$ cat config.mk
export PLATFORM = sky130hd
export DESIGN_NAME = sync_sum_frame_deframer_flat
export DESIGN_NICKNAME = d
export VERILOG_FILES = /design/src/hw/rtl/ssfd_pkg.sv /design/src/hw/rtl/ssfd_if.sv /design/src/hw/rtl/ssfd_debounce.sv /design/src/hw/rtl/sync_sum_frame_deframer.sv /design/src/flat_wrapper.sv
export VERILOG_INCLUDE_DIRS = /design/src /design/src/hw/rtl
export SDC_FILE = /design/constraint.sdc
export NUM_CORES = 1
export LEC_CHECK = 0
export BUFFER_PORTS_ARGS = -buffer_cell sky130_fd_sc_hd__buf_2
export CAP_MARGIN = 20
export CORE_MARGIN = 3
export CORE_UTILIZATION = 50
export CTS_CLUSTER_SIZE = 10
export DETAILED_ROUTE_END_ITERATION = 12
export GPL_TIMING_DRIVEN = 0
export PLACE_DENSITY = 0.69
export SKIP_CTS_REPAIR_TIMING = 1
export SLEW_MARGIN = 10
export SYNTH_ARGS = -nofsm -noshare
export SYNTH_HDL_FRONTEND = slang
export SYNTH_SLANG_ARGS = --single-unit
$ cat constraint.sdc
create_clock -name clk -period 5.9 [get_ports clk]
set_input_delay 0.295 -clock clk [delete_from_list [all_inputs] [get_ports clk]]
set_output_delay 0.295 -clock clk [all_outputs]
set_load 0.02 [all_outputs]
$ cat src/hw/rtl/sync_sum_frame_deframer_assert.svh
// Assertion macros for the sync and checksum frame deframer.
`ifndef SYNC_SUM_FRAME_DEFRAMER_ASSERT_SVH
`define SYNC_SUM_FRAME_DEFRAMER_ASSERT_SVH
`ifndef SYNTHESIS
// Same-cycle implication, sampled on clk and disabled while arst_n is low.
`define SSFD_ASSERT_NOW(label, ante, cons) \
	label: assert property (@(posedge clk) disable iff (!arst_n) (ante) |-> (cons)) \
		else $error("deframer assertion failed");
// Next-cycle implication, sampled on clk and disabled while arst_n is low.
`define SSFD_ASSERT_NEXT(label, ante, cons) \
	label: assert property (@(posedge clk) disable iff (!arst_n) (ante) |=> (cons)) \
		else $error("deframer assertion failed");
`else
`define SSFD_ASSERT_NOW(label, ante, cons)
`define SSFD_ASSERT_NEXT(label, ante, cons)
`endif
`endif

$ cat src/hw/rtl/ssfd_pkg.sv
// Package with constants, types and field layout functions of the deframer.
`timescale 1ns / 1ps
`default_nettype none
package ssfd_pkg;
	localparam logic [7:0] SYNC_FIRST  = 8'hAA;
	localparam logic [7:0] SYNC_SECOND = 8'h55;
	localparam logic [5:0] MODE_MASK   = 6'h3F;
	localparam int FRAME_LEN = 67;
	localparam logic [6:0] SUM_LEN   = 7'd66;
	localparam logic [6:0] MODE_ADDR = 7'd65;
	localparam logic [6:0] LAST_ADDR = 7'd66;
	localparam logic [4:0] MODE_FIELD = 5'd15;
	localparam logic [4:0] SOLN_FIELD = 5'd16;
	localparam logic [4:0] LAST_FIELD = 5'd16;

	typedef struct packed {
		logic [5:0] stable_mode;
		logic       mode_changed;
	} ssfd_mode_status_t;

	function automatic logic [6:0] field_start(input logic [4:0] f);
		logic [6:0] fi;
		fi = {2'b00, f};
		if (f < 5'd2)
			field_start = 7'd9 + (fi << 3);
		else if (f < 5'd9)
			field_start = 7'd25 + ((fi - 7'd2) << 2);
		else if (f < 5'd15)
			field_start = 7'd53 + ((fi - 7'd9) << 1);
		else
			field_start = MODE_ADDR;
	endfunction

	function automatic logic [2:0] field_last_lane(input logic [4:0] f);
		if (f < 5'd2)
			field_last_lane = 3'd7;
		else if (f < 5'd9)
			field_last_lane = 3'd3;
		else if (f < 5'd15)
			field_last_lane = 3'd1;
		else
			field_last_lane = 3'd0;
	endfunction
endpackage
`default_nettype wire

$ cat src/hw/rtl/ssfd_if.sv
// Handshake interfaces for the byte input, configuration and field output channels.
`timescale 1ns / 1ps
`default_nettype none
interface ssfd_in_if;
	logic       valid;
	logic       ready;
	logic [7:0] rx_byte;
	modport source (output valid, output rx_byte, input ready);
	modport sink (input valid, input rx_byte, output ready);
endinterface

interface ssfd_cfg_if;
	logic valid;
	logic ready;
	logic receive_enable;
	modport source (output valid, output receive_enable, input ready);
	modport sink (input valid, input receive_enable, output ready);
endinterface

interface ssfd_out_if;
	logic        valid;
	logic        ready;
	logic [4:0]  field_index;
	logic [63:0] field_value;
	logic        is_last;
	logic [5:0]  stable_mode;
	logic        mode_changed;
	modport source (output valid, output field_index, output field_value, output is_last,
		output stable_mode, output mode_changed, input ready);
	modport sink (input valid, input field_index, input field_value, input is_last,
		input stable_mode, input mode_changed, output ready);
endinterface
`default_nettype wire

$ cat src/hw/rtl/ssfd_debounce.sv
// Debounce of the location mode over consecutive emitted frames.
`timescale 1ns / 1ps
`default_nettype none
module ssfd_debounce (
	input  wire logic                       clk,
	input  wire logic                       arst_n,
	input  wire logic                       update,
	input  wire logic [5:0]                 mode,
	output ssfd_pkg::ssfd_mode_status_t     status
);
	import ssfd_pkg::*;

	logic [5:0] stable_q;
	logic [1:0] run_q;
	logic       changed_q;
	logic [1:0] run_inc;

	assign run_inc = (mode != stable_q) ? run_q + 2'd1 : 2'd0;

	always_ff @(posedge clk or negedge arst_n) begin
		if (!arst_n) begin
			stable_q  <= '0;
			run_q     <= '0;
			changed_q <= 1'b0;
		end else if (update) begin
			if (run_inc >= 2'd2) begin
				stable_q  <= mode & MODE_MASK;
				run_q     <= '0;
				changed_q <= 1'b1;
			end else begin
				run_q     <= run_inc;
				changed_q <= 1'b0;
			end
		end
	end

	assign status.stable_mode  = stable_q;
	assign status.mode_changed = changed_q;
endmodule
`default_nettype wire

$ cat src/hw/rtl/sync_sum_frame_deframer.sv
// Top level of the sync header frame deframer with 8-bit sum checksum.
// Bytes are taken one per cycle while the field emitter is idle.
// After the checksum byte transfer, field 0 is read in E_READ, passes E_MERGE and is loaded in E_EMIT.
// The 17 fields are emitted through the single read port of the frame memory, one byte a
// cycle in E_READ, with E_MERGE and E_EMIT after each field; E_EMIT waits on result.ready.
// Reset clears control state, the enable and the debounce; the frame memory is not cleared.
`timescale 1ns / 1ps
`default_nettype none
`include "sync_sum_frame_deframer_assert.svh"
module sync_sum_frame_deframer (
	input wire logic    clk,
	input wire logic    arst_n,
	ssfd_cfg_if.sink    cfg,
	ssfd_in_if.sink     rx,
	ssfd_out_if.source  result
);
	import ssfd_pkg::*;

	typedef enum logic [2:0] {
		PH_HUNT    = 3'b001,
		PH_SECOND  = 3'b010,
		PH_COLLECT = 3'b100
	} phase_t;

	typedef enum logic [3:0] {
		E_IDLE  = 4'b0001,
		E_READ  = 4'b0010,
		E_MERGE = 4'b0100,
		E_EMIT  = 4'b1000
	} emit_t;

	phase_t            phase_q;
	emit_t             emit_state_q;
	logic              enable_q;
	logic [6:0]        byte_idx_q;
	logic [7:0]        sum_q;
	logic [7:0]        mode_byte_q;
	logic [4:0]        field_q;
	logic [2:0]        lane_q;
	logic [63:0]       acc_q;
	logic              rd_en_s1;
	logic [2:0]        lane_s1;
	logic [7:0]        rd_data_s1;
	logic [7:0]        frame_mem [FRAME_LEN];
	logic              out_valid_q;
	logic [4:0]        out_index_q;
	logic [63:0]       out_value_q;
	logic              out_last_q;
	logic [5:0]        out_mode_q;
	logic              out_changed_q;

	logic              rx_xfer;
	logic              mem_wr;
	logic              start_emit;
	logic              rd_en;
	logic [6:0]        rd_addr;
	logic              load;
	logic              acc_clr;
	logic [63:0]       field_val;
	ssfd_mode_status_t mode_status;

	assign cfg.ready = 1'b1;
	assign rx.ready  = (emit_state_q == E_IDLE);
	assign rx_xfer   = rx.valid && rx.ready;
	assign mem_wr    = rx_xfer && (phase_q == PH_COLLECT);
	assign start_emit = mem_wr && (byte_idx_q == SUM_LEN) && (sum_q == rx.rx_byte) && enable_q;

	assign rd_en   = (emit_state_q == E_READ);
	assign rd_addr = field_start(field_q) + {4'b0000, lane_q};
	assign load    = (emit_state_q == E_EMIT) && (!out_valid_q || result.ready);
	assign acc_clr = start_emit || (load && (field_q != LAST_FIELD));

	always_ff @(posedge clk or negedge arst_n) begin
		if (!arst_n)
			enable_q <= 1'b0;
		else if (cfg.valid && cfg.ready)
			enable_q <= cfg.receive_enable;
	end

	always_ff @(posedge clk or negedge arst_n) begin
		if (!arst_n) begin
			phase_q    <= PH_HUNT;
			byte_idx_q <= '0;
			sum_q      <= '0;
		end else if (rx_xfer) begin
			case (phase_q)
				PH_HUNT: begin
					if (rx.rx_byte == SYNC_FIRST)
						phase_q <= PH_SECOND;
				end
				PH_SECOND: begin
					if (rx.rx_byte == SYNC_SECOND) begin
						phase_q    <= PH_COLLECT;
						byte_idx_q <= '0;
						sum_q      <= '0;
					end else begin
						phase_q <= PH_HUNT;
					end
				end
				PH_COLLECT: begin
					if (byte_idx_q < SUM_LEN) begin
						sum_q      <= sum_q + rx.rx_byte;
						byte_idx_q <= byte_idx_q + 7'd1;
					end else begin
						phase_q    <= PH_HUNT;
						byte_idx_q <= '0;
						sum_q      <= '0;
					end
				end
				default: begin
					phase_q    <= PH_HUNT;
					byte_idx_q <= '0;
				end
			endcase
		end
	end

	always_ff @(posedge clk) begin
		if (mem_wr && (byte_idx_q == MODE_ADDR))
			mode_byte_q <= rx.rx_byte;
	end

	always_ff @(posedge clk) begin
		if (mem_wr)
			frame_mem[byte_idx_q] <= rx.rx_byte;
		if (rd_en)
			rd_data_s1 <= frame_mem[rd_addr];
	end

	ssfd_debounce u_debounce (
		.clk    (clk),
		.arst_n (arst_n),
		.update (start_emit),
		.mode   (mode_byte_q[5:0]),
		.status (mode_status)
	);

	always_ff @(posedge clk or negedge arst_n) begin
		if (!arst_n) begin
			emit_state_q <= E_IDLE;
			field_q      <= '0;
			lane_q       <= '0;
			rd_en_s1     <= 1'b0;
		end else begin
			rd_en_s1 <= rd_en;
			case (emit_state_q)
				E_IDLE: begin
					if (start_emit) begin
						emit_state_q <= E_READ;
						field_q      <= '0;
						lane_q       <= '0;
					end
				end
				E_READ: begin
					if (lane_q == field_last_lane(field_q))
						emit_state_q <= E_MERGE;
					else
						lane_q <= lane_q + 3'd1;
				end
				E_MERGE: emit_state_q <= E_EMIT;
				E_EMIT: begin
					if (load) begin
						if (field_q == LAST_FIELD) begin
							emit_state_q <= E_IDLE;
						end else begin
							emit_state_q <= E_READ;
							field_q      <= field_q + 5'd1;
							lane_q       <= '0;
						end
					end
				end
				default: emit_state_q <= E_IDLE;
			endcase
		end
	end

	always_ff @(posedge clk) begin
		lane_s1 <= lane_q;
		if (acc_clr)
			acc_q <= '0;
		else if (rd_en_s1)
			acc_q[{lane_s1, 3'b000} +: 8] <= rd_data_s1;
	end

	always_comb begin
		case (field_q)
			MODE_FIELD: field_val = {58'd0, acc_q[5:0]};
			SOLN_FIELD: field_val = {62'd0, acc_q[7:6]};
			default:    field_val = acc_q;
		endcase
	end

	always_ff @(posedge clk or negedge arst_n) begin
		if (!arst_n)
			out_valid_q <= 1'b0;
		else if (load)
			out_valid_q <= 1'b1;
		else if (result.ready)
			out_valid_q <= 1'b0;
	end

	always_ff @(posedge clk) begin
		if (load) begin
			out_index_q   <= field_q;
			out_value_q   <= field_val;
			out_last_q    <= (field_q == LAST_FIELD);
			out_mode_q    <= mode_status.stable_mode;
			out_changed_q <= mode_status.mode_changed;
		end
	end

	assign result.valid        = out_valid_q;
	assign result.field_index  = out_index_q;
	assign result.field_value  = out_value_q;
	assign result.is_last      = out_last_q;
	assign result.stable_mode  = out_mode_q;
	assign result.mode_changed = out_changed_q;

	`SSFD_ASSERT_NOW(a_last_is_final_field, result.valid && result.is_last,
		result.field_index == LAST_FIELD)
	`SSFD_ASSERT_NOW(a_emit_starts_on_checksum,
		emit_state_q == E_READ && $past(emit_state_q == E_IDLE),
		$past(phase_q == PH_COLLECT && byte_idx_q == SUM_LEN))
	`SSFD_ASSERT_NOW(a_read_in_frame, rd_en, rd_addr <= LAST_ADDR)
	`SSFD_ASSERT_NEXT(a_lane_in_field, rd_en, lane_s1 <= field_last_lane(field_q))
endmodule
`default_nettype wire
$ cat src/flat_wrapper.sv
// flat-port wrapper written by rule: the top's interface ports become plain ports
module sync_sum_frame_deframer_flat import ssfd_pkg::*;
  (clk, arst_n, cfg_valid, cfg_receive_enable, cfg_ready, rx_valid, rx_rx_byte, rx_ready, result_valid, result_field_index, result_field_value, result_is_last, result_stable_mode, result_mode_changed, result_ready);
  ssfd_cfg_if cfg_i ();
  ssfd_in_if rx_i ();
  ssfd_out_if result_i ();
  input wire logic clk;
  input wire logic arst_n;
  input wire logic [$bits(cfg_i.valid)-1:0] cfg_valid;
  input wire logic [$bits(cfg_i.receive_enable)-1:0] cfg_receive_enable;
  output wire logic [$bits(cfg_i.ready)-1:0] cfg_ready;
  input wire logic [$bits(rx_i.valid)-1:0] rx_valid;
  input wire logic [$bits(rx_i.rx_byte)-1:0] rx_rx_byte;
  output wire logic [$bits(rx_i.ready)-1:0] rx_ready;
  output wire logic [$bits(result_i.valid)-1:0] result_valid;
  output wire logic [$bits(result_i.field_index)-1:0] result_field_index;
  output wire logic [$bits(result_i.field_value)-1:0] result_field_value;
  output wire logic [$bits(result_i.is_last)-1:0] result_is_last;
  output wire logic [$bits(result_i.stable_mode)-1:0] result_stable_mode;
  output wire logic [$bits(result_i.mode_changed)-1:0] result_mode_changed;
  input wire logic [$bits(result_i.ready)-1:0] result_ready;
  assign cfg_i.valid = cfg_valid;
  assign cfg_i.receive_enable = cfg_receive_enable;
  assign cfg_ready = cfg_i.ready;
  assign rx_i.valid = rx_valid;
  assign rx_i.rx_byte = rx_rx_byte;
  assign rx_ready = rx_i.ready;
  assign result_valid = result_i.valid;
  assign result_field_index = result_i.field_index;
  assign result_field_value = result_i.field_value;
  assign result_is_last = result_i.is_last;
  assign result_stable_mode = result_i.stable_mode;
  assign result_mode_changed = result_i.mode_changed;
  assign result_i.ready = result_ready;
  sync_sum_frame_deframer u_core (.clk(clk), .arst_n(arst_n), .cfg(cfg_i), .rx(rx_i), .result(result_i));
endmodule
==> run metrics <==
# setup viols final 0; Final min period 5510 ps; cell area power density 306 nW/um^2; IO Count 94; DRT Pass-1 Iters 5; Post-DRT Antenna Nets 0; final setup skew 19.6 ps; Vias per Instance 5.90; Fin. Hold Viols 0; core area 58400 sq um; via count of the first global-routing pass 16685; Worst Path Arrival 5820 ps; Clock Path Buffers 3; Crit path largest cell delay 770 ps; All-Layer GR Usage 21.9%; met3 Resource Use GR 5.26%; Post-Synth Adder-Cell Area 1.27%; CP max-delay cell clkbuf_1; total power 0.0104 W; max_slew headroom 29.2%; Worst Path Buf+Inv 4; Post-Syn Area 29800 sq um; status complete, no violations; clk_lat worst skew 620 ps; die width 250 um; register area share after synthesis 71.1%; #FFs+latches synth 736; Yosys cell types 75; Critical Path Sink Type register; Die Y 250 um; Post-route DRC 0; Req. time, crit path 6210 ps; Num CTS Buffers 85; Synth Area in Simple Gates 7.61%; final setup TNS 0 ps; post-synthesis mux area share 13.4%; syn nets 1823; Max Fanout on Critical Path 10; # diodes 0; leakage 11.6 nW; Cells after Synth 1780; xor/xnor share of the synthesized area 0.885%; Post-Syn Area per Cell 16.8 sq um; Setup WS pre-CTS 281 ps; met1 Track Usage GR 29.1%; peak supply drop 0.000248 V; top_reg_cell synth edfxtp_1; clk sinks 736; Least-Margin Pin Slew 1060 ps; commonest non-fill, non-tap cell in the layout edfxtp_1; WL/cell 24.6 um; Post-DP HPWL 44300 um; number of max-cap violations 0; Total Wirelength 68000 um; initial antenna violation count 0; I/O Buffers 92; GR Overflow Total 0; largest family of logic cells by synthesized area multiplexers; gpl congestion 0.881; drt initial violations 1417; max-slew violations 0; FMAX 182 MHz; CTS HTree Levels 3; initial core utilization 51.1%; RSZ-0062 raised after global routing false; Vias 16330; Root Driver clkbuf_16; Post-synth EDFFs 627; met2 Use GR 35.3%; Area growth, synth to finish 13.4%; Worst-path clk slew 60 ps; busiest grt layer met2; HP Class in -> reg; Synth Area in Compound Gates 4.17%; Cell Count, Final, Fillers Out 2768; DIE AREA 62600 sq um; most frequent cells in the layout edfxtp_1 (627), nor2_1 (183), mux4_2 (128); kind of critical path reg -> reg; layout cells sized above 1 20.8%; Critical Path Most Common Cell clkbuf_1; first-pass GRT wire length 103000 um; Final WS setup 391 ps; row count 88; largest net degree at the start of global routing 73; startpoint class of the critical path register; NumNets Final 2014; CTS tree yes; Yosys Warn Count 0; crit-path leading delay family buffers and inverters; Tcrit/Tclk final 93.4%; worst path cell trace inv_1 -> ha_1 -> nand2b_4 -> nand2_1 -> nor3_1 -> fa_1 -> clkbuf_1 -> clkbuf_1 -> clkbuf_1 -> mux4_2 -> mux2i_1 -> nor2_1 -> o2111ai_1 -> a32oi_1; post-synthesis async set-or-reset flop share 5.71%; dpl cells 2643
[power breakdown]
part / internal, W / switching, W
sequential: 0.00564 / 0.00000763
clock: 0.00270 / 0.00190
combinational: 0.0000255 / 0.0000936
total: 0.00837 / 0.00200
[per-stage QoR]
stage / util [%] / cell area (sq um) / hold slack, ps
after floorplan: - / 29800 / -0.591
after global placement: 53.6 / 31300 / 439
after detailed placement: 53.8 / 31400 / 438
after CTS: 57.9 / 33800 / -136
after global routing: 58.0 / 33800 / 76.1
final: 58.0 / 33800 / 73.3
[layout make-up]
| cell class | count | area, sq um |
|---|---|---|
| tap | 765 | 957 |
| sequential | 736 | 21200 |
| clock inverter | 8 | 71.3 |
| multi-input combinational | 947 | 8180 |
| timing repair buffer | 104 | 641 |
| inverter | 18 | 67.6 |
| clock buffer | 111 | 2310 |
| fill | 4423 | 24500 |
| buffer | 79 | 390 |
[sequential cells by signal (all words and copies together), names as in the netlist, 3 cells and up]
signal	flops
u_core.lane_q	3
u_core.field_q	5
u_core.mode_byte_q	6
u_core.sum_q	8
u_core.result.stable_mode	6
u_core.u_debounce.stable_q	6
u_core.phase_q	3
u_core.frame_mem	536
u_core.rd_data_s1	8
u_core.acc_q	64
u_core.result.field_index	5
u_core.lane_s1	3
u_core.result.field_value	64
u_core.byte_idx_q	7
u_core.emit_state_q	4
[tightest hold or removal path, cell delays in order]
cell and delay, ps:
buf_2 80, nor2b_1 110, nand2_1 90, a21boi_0 70
[logic make-up (layout without fill, tap and decap cells)]
logic type               Yosys count  in the layout
AO/OA/AOI/OAI                    186            186
multiplexers                     236            236
AND/OR/NAND/NOR                  470            470
flip-flops                       736            736
other                              1              1
adder cells (fa/ha/maj)           29             29
buffers and inverters             97            320
XOR/XNOR                          25             25
[synth_stat cells, types with 4 or more instances]
master     number  area [sq um]
inv_1          18          67.6
buf_2          23           115
edfxtp_1      627         18800
a21o_1          9          67.6
ha_1           27           338
nor4_1          5          31.3
xor2_1         12           105
mux4_2        128          2880
or2_2           4          25.0
a21oi_1        68           340
o21ai_1         5          25.0
buf_6           5          56.3
a32oi_1         8          70.1
o21ai_0        32           160
nand2_1       101           379
mux2i_1        83           831
a22o_1          6          52.6
xnor2_1        10          87.6
nand3_1        34           170
and3_1          6          37.5
nor2b_1         8          50.1
nor2_1        184           691
nor4bb_1        4          40.0
a22oi_1         6          45.0
dfxtp_1        67          1340
buf_1           7          26.3
mux2_2         25           282
nor3_1         21           105
o2111ai_1       7          61.3
buf_4           7          52.6
o31ai_1         4          30.0
dfrtp_1        40          1000
o221ai_1        7          61.3
a311oi_1        8          70.1
nand2b_1        5          31.3
nand4_1        13          81.3
clkbuf_1       37           139
and2_1         67           419
[routing by layer]
| metal | vias to the layer above | part of all wire, % |
|---|---|---|
| met4 | 0 | 3.6 |
| met3 | 162 | 7.6 |
| met2 | 626 | 49 |
| met1 | 8280 | 40 |
| met5 | - | 0 |
| li1 | 7262 | - |
[worst paths after layout]
path / start / endpoint / slack (ps) / cells past startpoint
worst max-delay path: u_core.field_q[1] / u_core.rd_data_s1[0] / 390 / 14
worst min-delay path: result_ready / u_core.emit_state_q[3] / 70 / 4
worst max register to register: u_core.field_q[1] / u_core.rd_data_s1[0] / 390 / 14
worst min register to register: u_core.acc_q[15] / u_core.acc_q[15] / 450 / 2
max in group asynchronous: arst_n / u_core.phase_q[0] / 5250 / 3
min in group asynchronous: arst_n / u_core.lane_q[1] / 110 / 2
Power figures use the tool's default switching activity.
